--- src/sv/lapl_pkg.sv ---
// Shared types, register indexes and the per-channel Laplacian kernel
// for the 3x3 RGB edge detector. No dependencies.
package lapl_pkg;

  localparam int WidthBits  = 6;
  localparam int HeightBits = 12;
  localparam int CfgBits    = 12;

  typedef enum logic [0:0] {
    REG_WIDTH  = 1'b0,
    REG_HEIGHT = 1'b1
  } cfg_reg_t;

  typedef struct packed {
    logic [7:0] blue;
    logic [7:0] green;
    logic [7:0] red;
  } pixel_t;

  typedef struct packed {
    pixel_t mid;
    pixel_t up;
  } line_pair_t;

  function automatic logic [7:0] lap_channel(logic [7:0] c, logic [7:0][7:0] nb);
    logic [10:0]        s;
    logic signed [11:0] d;
    s = '0;
    for (int k = 0; k < 8; k++) begin
      s = s + 11'(nb[k]);
    end
    d = $signed({1'b0, c, 3'b000}) - $signed({1'b0, s});
    if (d < 0) begin
      return 8'd0;
    end else if (d > 12'sd255) begin
      return 8'd255;
    end
    return d[7:0];
  endfunction

  function automatic pixel_t lap_pixel(pixel_t [8:0] w);
    pixel_t p;
    p.red   = lap_channel(w[4].red,   {w[8].red,   w[7].red,   w[6].red,   w[5].red,
                                       w[3].red,   w[2].red,   w[1].red,   w[0].red});
    p.green = lap_channel(w[4].green, {w[8].green, w[7].green, w[6].green, w[5].green,
                                       w[3].green, w[2].green, w[1].green, w[0].green});
    p.blue  = lap_channel(w[4].blue,  {w[8].blue,  w[7].blue,  w[6].blue,  w[5].blue,
                                       w[3].blue,  w[2].blue,  w[1].blue,  w[0].blue});
    return p;
  endfunction

endpackage

--- src/sv/laplacian_edge_3x3_rgb.sv ---
// Top level of the streaming 3x3 Laplacian edge detector for RGB pixels.
// Depends on lapl_pkg, lapl_linebuf and lapl_window.
//
// Pixels of a frame enter in raster order on the in_ stream, one word per
// pixel. Each word from the second line onward (after the first pixel of
// that line) gives one result word on the out_ stream for the pixel one line
// plus one pixel earlier: eight times the centre minus its eight neighbors,
// clamped to 0..255 per channel, and zero on the frame border. The last
// pixel of a frame gives image_width + 2 words, ending with the bottom-right
// pixel; out_tlast marks the final word caused by each input word.
// Throughput is one pixel per cycle while the output is not stalled and no
// flush runs, set by the single line buffer port pair and the window update.
// A pixel is registered in the input stage, and its result in the output register.
// During the end-of-frame flush of image_width + 1 words in_tready stays low.
// A stall on out_tready holds the output register; one more pixel is taken
// into the input stage, then in_tready falls. Reset clears the counters and
// sets width and height to 32. A configuration write restarts the frame.
module laplacian_edge_3x3_rgb #(
  parameter int MAX_LINE_PIXELS = 32
) (
  input  logic        clk,
  input  logic        rst_n,
  input  logic        in_tvalid,
  output logic        in_tready,
  input  logic [23:0] in_tdata,   // blue_in [23:16], green_in [15:8], red_in [7:0]
  output logic        out_tvalid,
  input  logic        out_tready,
  output logic [23:0] out_tdata,  // blue_out [23:16], green_out [15:8], red_out [7:0]
  output logic        out_tlast,
  input  logic        cfg_we,
  input  lapl_pkg::cfg_reg_t cfg_addr,
  input  logic [lapl_pkg::CfgBits-1:0] cfg_wdata
);
  import lapl_pkg::*;

  localparam int AW = $clog2(MAX_LINE_PIXELS);
  localparam int FW = $clog2(MAX_LINE_PIXELS + 2);
  localparam logic [WidthBits-1:0] MaxW = WidthBits'(MAX_LINE_PIXELS);

  logic [WidthBits-1:0]  wcfg_r;
  logic [HeightBits-1:0] hcfg_r;
  logic [AW-1:0]         ic_r, oc_r;
  logic [HeightBits-1:0] ir_r, or_r;
  logic                  s1_v_r, s1_emit_r, s1_last_r;
  pixel_t                s1_px_r;
  logic [AW-1:0]         s1_col_r;
  logic [FW-1:0]         flush_cnt_r;
  logic                  out_v_r, out_last_r;
  pixel_t                out_px_r;

  logic [WidthBits-1:0]  w_eff, w_m1, w_m2, ic_ext, oc_ext;
  logic [HeightBits-1:0] h_eff, h_m1, h_m2;
  logic in_acc, out_free, flush_act, s1_fire, flush_emit, in_last, in_emit, inner;
  line_pair_t rd_q;
  pixel_t     edge_px;

  always_comb begin
    if (wcfg_r < WidthBits'(3)) begin
      w_eff = WidthBits'(3);
    end else if (wcfg_r > MaxW) begin
      w_eff = MaxW;
    end else begin
      w_eff = wcfg_r;
    end
    h_eff = (hcfg_r < HeightBits'(3)) ? HeightBits'(3) : hcfg_r;
  end

  assign w_m1   = w_eff - WidthBits'(1);
  assign w_m2   = w_eff - WidthBits'(2);
  assign h_m1   = h_eff - HeightBits'(1);
  assign h_m2   = h_eff - HeightBits'(2);
  assign ic_ext = WidthBits'(ic_r);
  assign oc_ext = WidthBits'(oc_r);

  assign out_free   = !out_v_r || out_tready;
  assign flush_act  = (flush_cnt_r != '0);
  assign s1_fire    = s1_v_r && !flush_act && (!s1_emit_r || out_free);
  assign flush_emit = flush_act && out_free;
  assign in_tready  = rst_n && !flush_act && (!s1_v_r || s1_fire);
  assign in_acc     = in_tvalid && in_tready;

  assign in_last = (ir_r >= h_m1) && (ic_ext >= w_m1);
  assign in_emit = (ir_r >= HeightBits'(2)) || ((ir_r == HeightBits'(1)) && (ic_r != '0));
  assign inner   = (or_r != '0) && (or_r <= h_m2) && (oc_r != '0) && (oc_ext <= w_m2);

  lapl_linebuf #(
    .DEPTH (MAX_LINE_PIXELS),
    .AW    (AW)
  ) u_linebuf (
    .clk     (clk),
    .rd_en   (in_acc),
    .rd_addr (ic_r),
    .wr_en   (s1_fire),
    .wr_addr (s1_col_r),
    .wr_data ('{mid: s1_px_r, up: rd_q.mid}),
    .rd_q    (rd_q)
  );

  lapl_window u_window (
    .clk      (clk),
    .shift_en (s1_fire),
    .up       (rd_q.up),
    .mid      (rd_q.mid),
    .px       (s1_px_r),
    .edge_px  (edge_px)
  );

  always_ff @(posedge clk) begin
    if (!rst_n) begin
      wcfg_r      <= WidthBits'(32);
      hcfg_r      <= HeightBits'(32);
      ic_r        <= '0;
      ir_r        <= '0;
      oc_r        <= '0;
      or_r        <= '0;
      s1_v_r      <= 1'b0;
      flush_cnt_r <= '0;
      out_v_r     <= 1'b0;
    end else begin
      if (cfg_we) begin
        case (cfg_addr)
          REG_WIDTH:  wcfg_r <= cfg_wdata[WidthBits-1:0];
          REG_HEIGHT: hcfg_r <= cfg_wdata[HeightBits-1:0];
          default: ;
        endcase
        ic_r <= '0;
        ir_r <= '0;
        oc_r <= '0;
        or_r <= '0;
      end else begin
        if (in_acc) begin
          if (in_last) begin
            ic_r <= '0;
            ir_r <= '0;
          end else if (ic_ext + WidthBits'(1) >= w_eff) begin
            ic_r <= '0;
            ir_r <= ir_r + HeightBits'(1);
          end else begin
            ic_r <= ic_r + AW'(1);
          end
        end
        if (s1_fire && s1_emit_r) begin
          if (s1_last_r) begin
            oc_r <= '0;
            or_r <= '0;
          end else if (oc_ext + WidthBits'(1) >= w_eff) begin
            oc_r <= '0;
            or_r <= or_r + HeightBits'(1);
          end else begin
            oc_r <= oc_r + AW'(1);
          end
        end
      end

      if (in_acc) begin
        s1_v_r <= 1'b1;
      end else if (s1_fire) begin
        s1_v_r <= 1'b0;
      end

      if (s1_fire && s1_last_r) begin
        flush_cnt_r <= FW'({1'b0, w_eff} + 7'd1);
      end else if (flush_emit) begin
        flush_cnt_r <= flush_cnt_r - FW'(1);
      end

      if ((s1_fire && s1_emit_r) || flush_emit) begin
        out_v_r <= 1'b1;
      end else if (out_tready) begin
        out_v_r <= 1'b0;
      end
    end
  end

  always_ff @(posedge clk) begin
    if (in_acc) begin
      s1_px_r   <= pixel_t'(in_tdata);
      s1_col_r  <= ic_r;
      s1_emit_r <= in_emit;
      s1_last_r <= in_last;
    end
    if (flush_emit) begin
      out_px_r   <= '0;
      out_last_r <= (flush_cnt_r == FW'(1));
    end else if (s1_fire && s1_emit_r) begin
      out_px_r   <= inner ? edge_px : '0;
      out_last_r <= !s1_last_r;
    end
  end

  assign out_tvalid = out_v_r;
  assign out_tdata  = out_px_r;
  assign out_tlast  = out_last_r;

endmodule

--- src/sv/lapl_linebuf.sv ---
// Two-line pixel buffer: one memory word per column holds the upper and
// middle lines. Registered read, one write per cycle. Uses lapl_pkg.
module lapl_linebuf #(
  parameter int DEPTH = 32,
  parameter int AW    = 5
) (
  input  logic                   clk,
  input  logic                   rd_en,
  input  logic [AW-1:0]          rd_addr,
  input  logic                   wr_en,
  input  logic [AW-1:0]          wr_addr,
  input  lapl_pkg::line_pair_t   wr_data,
  output lapl_pkg::line_pair_t   rd_q
);
  import lapl_pkg::*;

  line_pair_t mem [DEPTH];
  line_pair_t rd_q_r;

  always_ff @(posedge clk) begin
    if (wr_en) begin
      mem[wr_addr] <= wr_data;
    end
    if (rd_en) begin
      rd_q_r <= mem[rd_addr];
    end
  end

  assign rd_q = rd_q_r;

endmodule

--- src/sv/lapl_window.sv ---
// 3x3 pixel window and the Laplacian kernel applied to the shifted window.
// Uses lapl_pkg for the pixel type and the kernel function.
module lapl_window (
  input  logic             clk,
  input  logic             shift_en,
  input  lapl_pkg::pixel_t up,
  input  lapl_pkg::pixel_t mid,
  input  lapl_pkg::pixel_t px,
  output lapl_pkg::pixel_t edge_px
);
  import lapl_pkg::*;

  pixel_t [8:0] win_r;
  pixel_t [8:0] win_nxt;

  always_comb begin
    win_nxt    = win_r;
    win_nxt[0] = win_r[1];
    win_nxt[1] = win_r[2];
    win_nxt[2] = up;
    win_nxt[3] = win_r[4];
    win_nxt[4] = win_r[5];
    win_nxt[5] = mid;
    win_nxt[6] = win_r[7];
    win_nxt[7] = win_r[8];
    win_nxt[8] = px;
  end

  always_ff @(posedge clk) begin
    if (shift_en) begin
      win_r <= win_nxt;
    end
  end

  assign edge_px = lap_pixel(win_nxt);

endmodule

--- config.mk ---
export PLATFORM = sky130hd
export DESIGN_NAME = laplacian_edge_3x3_rgb
export DESIGN_NICKNAME = d
export VERILOG_FILES = /design/src/sv/lapl_pkg.sv /design/src/sv/laplacian_edge_3x3_rgb.sv /design/src/sv/lapl_linebuf.sv /design/src/sv/lapl_window.sv
export SDC_FILE = /design/constraint.sdc
export NUM_CORES = 2
export LEC_CHECK = 0
export BUFFER_PORTS_ARGS = -buffer_cell sky130_fd_sc_hd__buf_2
export CORE_MARGIN = 2
export CORE_UTILIZATION = 65
export DETAILED_ROUTE_END_ITERATION = 16
export GPL_TIMING_DRIVEN = 0
export MAX_ROUTING_LAYER = met4
export PLACE_DENSITY_LB_ADDON = 0.2
export SYNTH_ARGS = -nofsm -noshare
export SYNTH_HDL_FRONTEND = slang
export SYNTH_SLANG_ARGS = --single-unit
--- constraint.sdc ---
create_clock -name clk -period 15.5 [get_ports clk]
set_input_delay 1.55 -clock clk [delete_from_list [all_inputs] [get_ports clk]]
set_output_delay 1.55 -clock clk [all_outputs]
set_load 0.05 [all_outputs]
After elaboration in Yosys (flattened, before gate mapping):

Memory sizes are Yosys's and may differ from the RTL's. A register that Yosys moved wholly into a read port is not among the register bits.
Cells that the tools add are included.

* add/sub/neg operators: 36
* $lt $le $gt $ge: 16
* eq/ne operators: 2
* multiplexer cells: 37
* bitwise gates (word level): 2
* reductions and logical operators: 38

Operator list (number)
* $add A11 B8 Y11: 18
* $mux W8: 9
* $mux W12: 5
* $gt A12 B9 Y1 const B: 3
* $lt A12 B1 Y1 const B: 3
* $sub A11 B11 Y12: 3
* $add A8 B8 Y9: 3
* $add A12 B1 Y12 const B: 2
* $mux W24: 1
* $mux W6: 4
* $mux W5: 4
* $mux W1: 14
* $logic_and A1 B1 Y1: 13
* $add A5 B1 Y6 const B: 2
* $eq A12 B1 Y1 const B: 1
* $ge A12 B12 Y1: 1
* $ge A12 B2 Y1 const B: 1
* $ge A6 B6 Y1: 2
* $le A12 B12 Y1: 1
* $lt A12 B2 Y1 const B: 1
* $reduce_bool A12 Y1: 1
* $reduce_bool A2 Y1: 6
* $sub A12 B1 Y12 const B: 1
* $sub A12 B2 Y12 const B: 1
* 16 further kinds: 31

* flip-flop bits (word level): 260
* memory bits (writable): 1536
* bits of input ports: 42
* output and inout port bits: 27
* logic and storage cells: 169
* memories kept: 1

Memories
* u_linebuf.mem: words 32, bits a word 48, rd ports 1, clocked after memory_dff 1, wr ports 1, line lapl_linebuf.sv:17 `line_pair_t mem [DEPTH];`

Depth between registers and ports, before layout:

* depth after elaboration: 13
* depth in mapped cells: 26
* mapped depth without buffers: 26

By module:

Synthesis repeated with hierarchy kept, for this count alone.

* cell total of the unflattened synthesis: 4799
* area total of the unflattened synthesis: 77774.6 µm²

Modules (own cells, without submodules)
* lapl_linebuf: instances 1, cells an instance 3364, area an instance 61205.0 µm², sequential area each 47565.6 µm²
* lapl_window: instances 1, cells an instance 779, area an instance 10369.9 µm², sequential area each 4324.1 µm²
* laplacian_edge_3x3_rgb: instances 1, cells an instance 656, area an instance 6199.7 µm², sequential area each 2642.5 µm²

Worst setup path before layout:

Ideal clock, no wire load.

* path kind: input to register
* start point: input out_tready
* end point: memory u_linebuf.mem[22][0] in the netlist's numbering, enable pin
* setup time: 454 ps
* arrival time: 7708 ps
* data required time: 15046 ps
* setup slack: 7338 ps
* stages: 6
* path buffers: 0
* cells stage by stage: nor2b_1 nand2_1 nand3_1 inv_1 nand3b_1 nor2_1

* cells in the longest elaborated chain, start to end: 5

RTL lines
* from (decl): line laplacian_edge_3x3_rgb.sv:27 `input logic out_tready,`
* $logic_or A1 B1 Y1: line laplacian_edge_3x3_rgb.sv:75 `assign out_free = !out_v_r || out_tready;`
* $logic_or A1 B1 Y1: line laplacian_edge_3x3_rgb.sv:77 `assign s1_fire = s1_v_r && !flush_act && (!s1_emit_r || out_free);`
* $logic_and A1 B1 Y1: line laplacian_edge_3x3_rgb.sv:77
* named net s1_fire: line laplacian_edge_3x3_rgb.sv:53 `logic in_acc, out_free, flush_act, s1_fire, flush_emit, in_last, in_emit, inner;`
* $mux W1: line lapl_linebuf.sv:21 `if (wr_en) begin`
* $mux W1 (not written as such): line lapl_linebuf.sv:22 `mem[wr_addr] <= wr_data;`
* to (decl): line lapl_linebuf.sv:17

The timed path passes the listed nets, and every way through them passes these cells.

Worst setup path in the final report:

* start point: register u_window.win_r, in the netlist u_window.win_nxt[41]
* end point: register out_px_r, in the netlist out_tdata[23]

* cells in the longest elaborated chain, start to end: 13
* elaborated cells on any way between the ends: 15
* those cells by class: add/sub: 8; order compare: 2; mux: 5

RTL lines
* from (decl): line lapl_window.sv:13 `pixel_t [8:0] win_r;`
* from (signal assigned): line lapl_window.sv:31 `win_r <= win_nxt;`
* $add A8 B8 Y9 (*): line lapl_pkg.sv:30 `s = s + 11'(nb[k]);`
* $add A11 B8 Y11 (*) (6 in series): line lapl_pkg.sv:30
* $sub A11 B11 Y12 (*): line lapl_pkg.sv:32 `d = $signed({1'b0, c, 3'b000}) - $signed({1'b0, s});`
* $gt A12 B9 Y1: line lapl_pkg.sv:35 `end else if (d > 12'sd255) begin`
* $mux W1: line lapl_pkg.sv:35
* $mux W1: line lapl_pkg.sv:33 `if (d < 0) begin`
* $mux W8 (*): line lapl_pkg.sv:38 `return d[7:0];`
* $mux W24 (*): line laplacian_edge_3x3_rgb.sv:186 `out_px_r <= inner ? edge_px : '0;`
* to (signal assigned): line laplacian_edge_3x3_rgb.sv:186
* to (decl): line laplacian_edge_3x3_rgb.sv:49 `pixel_t out_px_r;`

Every way passes the cells marked *; elsewhere a longest branch is shown, timed or not.
A chain may end at the register's enable or synchronous reset.

==> impl_metrics.tcl <==
set metrics [dict create \
    min_period_ps 7550 \
    clkLatencyLatePin_ps 810 \
    slew_headroom -0.0188 \
    gp_congestion 0.841 \
    worstPathArrival_ps 8210 \
    synth_warnings 0 \
    r2r_start "u_window.win_nxt[41]$_DFFE_PP_" \
    layout_commonest_cell "edfxtp_1" \
    placedCellCount 5526 \
    crit_start "u_window.win_nxt[41]$_DFFE_PP_" \
    die_w_um 348 \
    die_y_um 348 \
    syn_area_sq_um 76700 \
    pwr_density_cell_nw_per_um2 167 \
    finalHoldViolations 0 \
    skew_ps 59.1 \
    grt_pass1_wl_um 285000 \
    grt_start_max_net_pins 99 \
    finalCritPeriodShare 0.487 \
    synth_top_area_frac 0.689 \
    fillers 6372 \
    worst_slew_pin_slew_ps 1530 \
    clk_pin_slew_worst_paths_ps 60 \
    postRouteAntennaNets 0 \
    synth_area_leader_cell "edfxtp_1" \
    ys_ff_latch 1844 \
    utilization 0.742 \
    drv_slew 12 \
    worstSetupPathType "flip-flop to flip-flop" \
    tns_ps 0 \
    grt_pass1_vias 40854 \
    maxCapViolCount 1 \
    synthDistinctLibCells 77 \
    cts.sinks 1844 \
    hold_start "u_window.win_nxt[174]$_DFFE_PP_" \
    layout_common_cells "1760 x edfxtp_1, 480 x mux4_2, 237 x inv_1" \
    vias 40743 \
    synth.avg_cell_area_sq_um 19.9 \
    max_freq_ghz 0.132 \
    first_pass_iters 6 \
    rows 126 \
    hold_depth 0 \
    routed_wl_um 204000 \
    crit_path_end_kind "flip-flop" \
    dpl_cell_area_sq_um 80500 \
    critPathRequiredTime_ps 16160 \
    yosysSeqAreaShare 0.711 \
    rsz0062_at_grt "no" \
    cts_made_buffers 177 \
    ctsHoldBuffers 0 \
    vias_per_cell 6.92 \
    r2r_end "out_tdata[23]$_SDFFE_PP0P_" \
    holdWs_ps 426 \
    setup_viol 0 \
    synth_edf_count 1760 \
    cts_tree "built" \
    io_buffer_count 68 \
    syn_nets 4180 \
    core_sq_um 118000 \
    die-area_sq_um 121000 \
    cts_setup_buffers 0 \
    final_cell_area_sq_um 87300 \
    wire_per_inst_um 34.7 \
    ir_drop_uv 277 \
    status "finished, violations left" \
    cts-root-buf "clkbuf_16" \
    crit_fanout 8 \
    cts_buffer_depth 3 \
    reg2reg_depth 26 \
    grt_overflow 0 \
    holdPathEnd "u_window.win_nxt[150]$_DFFE_PP_" \
    area_growth_syn_to_layout_pct 13.7 \
    hpwl_um 118000 \
    cts_resized 0 \
    htreeDepth 4 \
    cp-start-kind "flip-flop" \
    layout.nets 4513 \
    antenna_found_initial 17 \
    violations "capacitance limit, slew limit" \
    drcViolationCount 0 \
    yosys-top-cells-area "edfxtp_1 69%, mux4_2 14%, fa_1 3.1%" \
    leakagePower_nw 28.4 \
    pin_count 69 \
    drt_iter0_markers 5895 \
    initial_core_util 0.652 \
    hp-class "flip-flop to flip-flop" \
    drive_gt1_frac 0.239 \
    track_usage 0.345 \
    synthArstFlopShare 0 \
    synth_flop_cell "edfxtp_1" \
    ff2ff_setup_slack_ps 7950 \
    syn_inst 3859 \
    finalNonFillerCells 5889 \
]
## worst max-delay path: stages (launching register included)
cell and delay (ps):
edfxtp_1 450, ha_1 320, a21o_1 200, a21oi_1 400, nor2b_1 110, o21a_1 250, o41ai_1 450, xnor2_1 160
fa_1 510, inv_1 60, fa_1 510, fa_1 430, fa_1 500, inv_1 60, ha_1 250, nor3_1 230
o211ai_1 170, a31o_2 270, a21oi_1 170, xor2_1 170, ha_1 280, a2111oi_0 370, a21oi_1 70, o21ai_0 180
o311ai_1 300, nor3_1 420, o21ai_0 130
## layout make-up
type	instances	area, sq um	area share
Antenna cell	10	25.0	0.000287
Buffer	146	628	0.00720
Clock buffer	214	4680	0.0537
Clock inverter	116	1390	0.0160
Inverter	239	907	0.0104
Multi-Input combinational cell	1630	20900	0.240
Sequential cell	1844	54500	0.625
Tap cell	1536	1920	0.0220
Timing Repair Buffer	154	2260	0.0258
## per-layer routing
layer / share of wire / GRT usage
met5: 0 / -
met4: 0.046 / 0.134
met3: 0.11 / 0.0757
met2: 0.51 / 0.555
met1: 0.34 / 0.438
## flip-flops by register name (all words and copies together) (netlist names), 5 cells and up
signal / flops
hcfg_r: 12
u_linebuf.mem: 1536
u_window.win_nxt: 144
ic_r: 5
oc_r: 5
u_linebuf.rd_q: 48
wcfg_r: 6
or_r: 12
out_tdata: 24
s1_col_r: 5
s1_px_r: 24
ir_r: 12
flush_cnt_r: 6
## how the worst max path moves through the flow
stage,end,slack [ps],cells past startpoint
2_1_floorplan,u_linebuf.mem[22][0]$_DFFE_PP_,7340,6
6_report,out_tdata[23]$_SDFFE_PP0P_,7950,26
3_5_place_dp,out_tdata[23]$_SDFFE_PP0P_,8430,26
5_1_grt,out_tdata[23]$_SDFFE_PP0P_,7700,26
4_1_cts,out_tdata[23]$_SDFFE_PP0P_,8260,26
3_3_place_gp,u_linebuf.mem[22][43]$_DFFE_PP_,2320,7
## cells in the mapped netlist (8+ instances only)
cell      instances
edfxtp_1       1760
mux4_2          480
inv_1           238
ha_1            162
nand2_1         123
fa_1            117
nor2_1          100
dfxtp_1          84
clkbuf_1         80
a21oi_1          62
o21ai_0          62
xnor2_1          57
nand3_1          54
mux2_2           49
nor3_1           42
xor2_1           39
buf_2            35
buf_1            27
mux2i_1          21
a21boi_0         18
nor2b_1          18
nand4_1          17
or3_1            17
nand3b_1         16
a21o_1           15
o211ai_1         15
o21a_1           15
nor4_1           14
nand2b_1         13
and3_1           12
a211oi_1          8
## where the power goes
group | switching [W] | internal, W
registers | 0.000131 | 0.00559
clock network | 0.00196 | 0.00262
logic | 0.00249 | 0.00182
## stage by stage
step	setup WS (ps)	power [W]
2_1_floorplan	7340	0.00910
3_3_place_gp	2320	0.00985
3_5_place_dp	8430	0.00996
4_1_cts	8260	0.0145
5_1_grt	7700	0.0153
6_report	7950	0.0146
## cell families after synthesis
kind of cell,Yosys count,synth area share
compound gates,247,0.0210
xor+xnor,96,0.0110
fa+ha+maj,279,0.0569
buf+inv,385,0.0198
flops,1844,0.711
mux,550,0.151
simple gates,458,0.0298
Power figures use the tool's default switching activity.
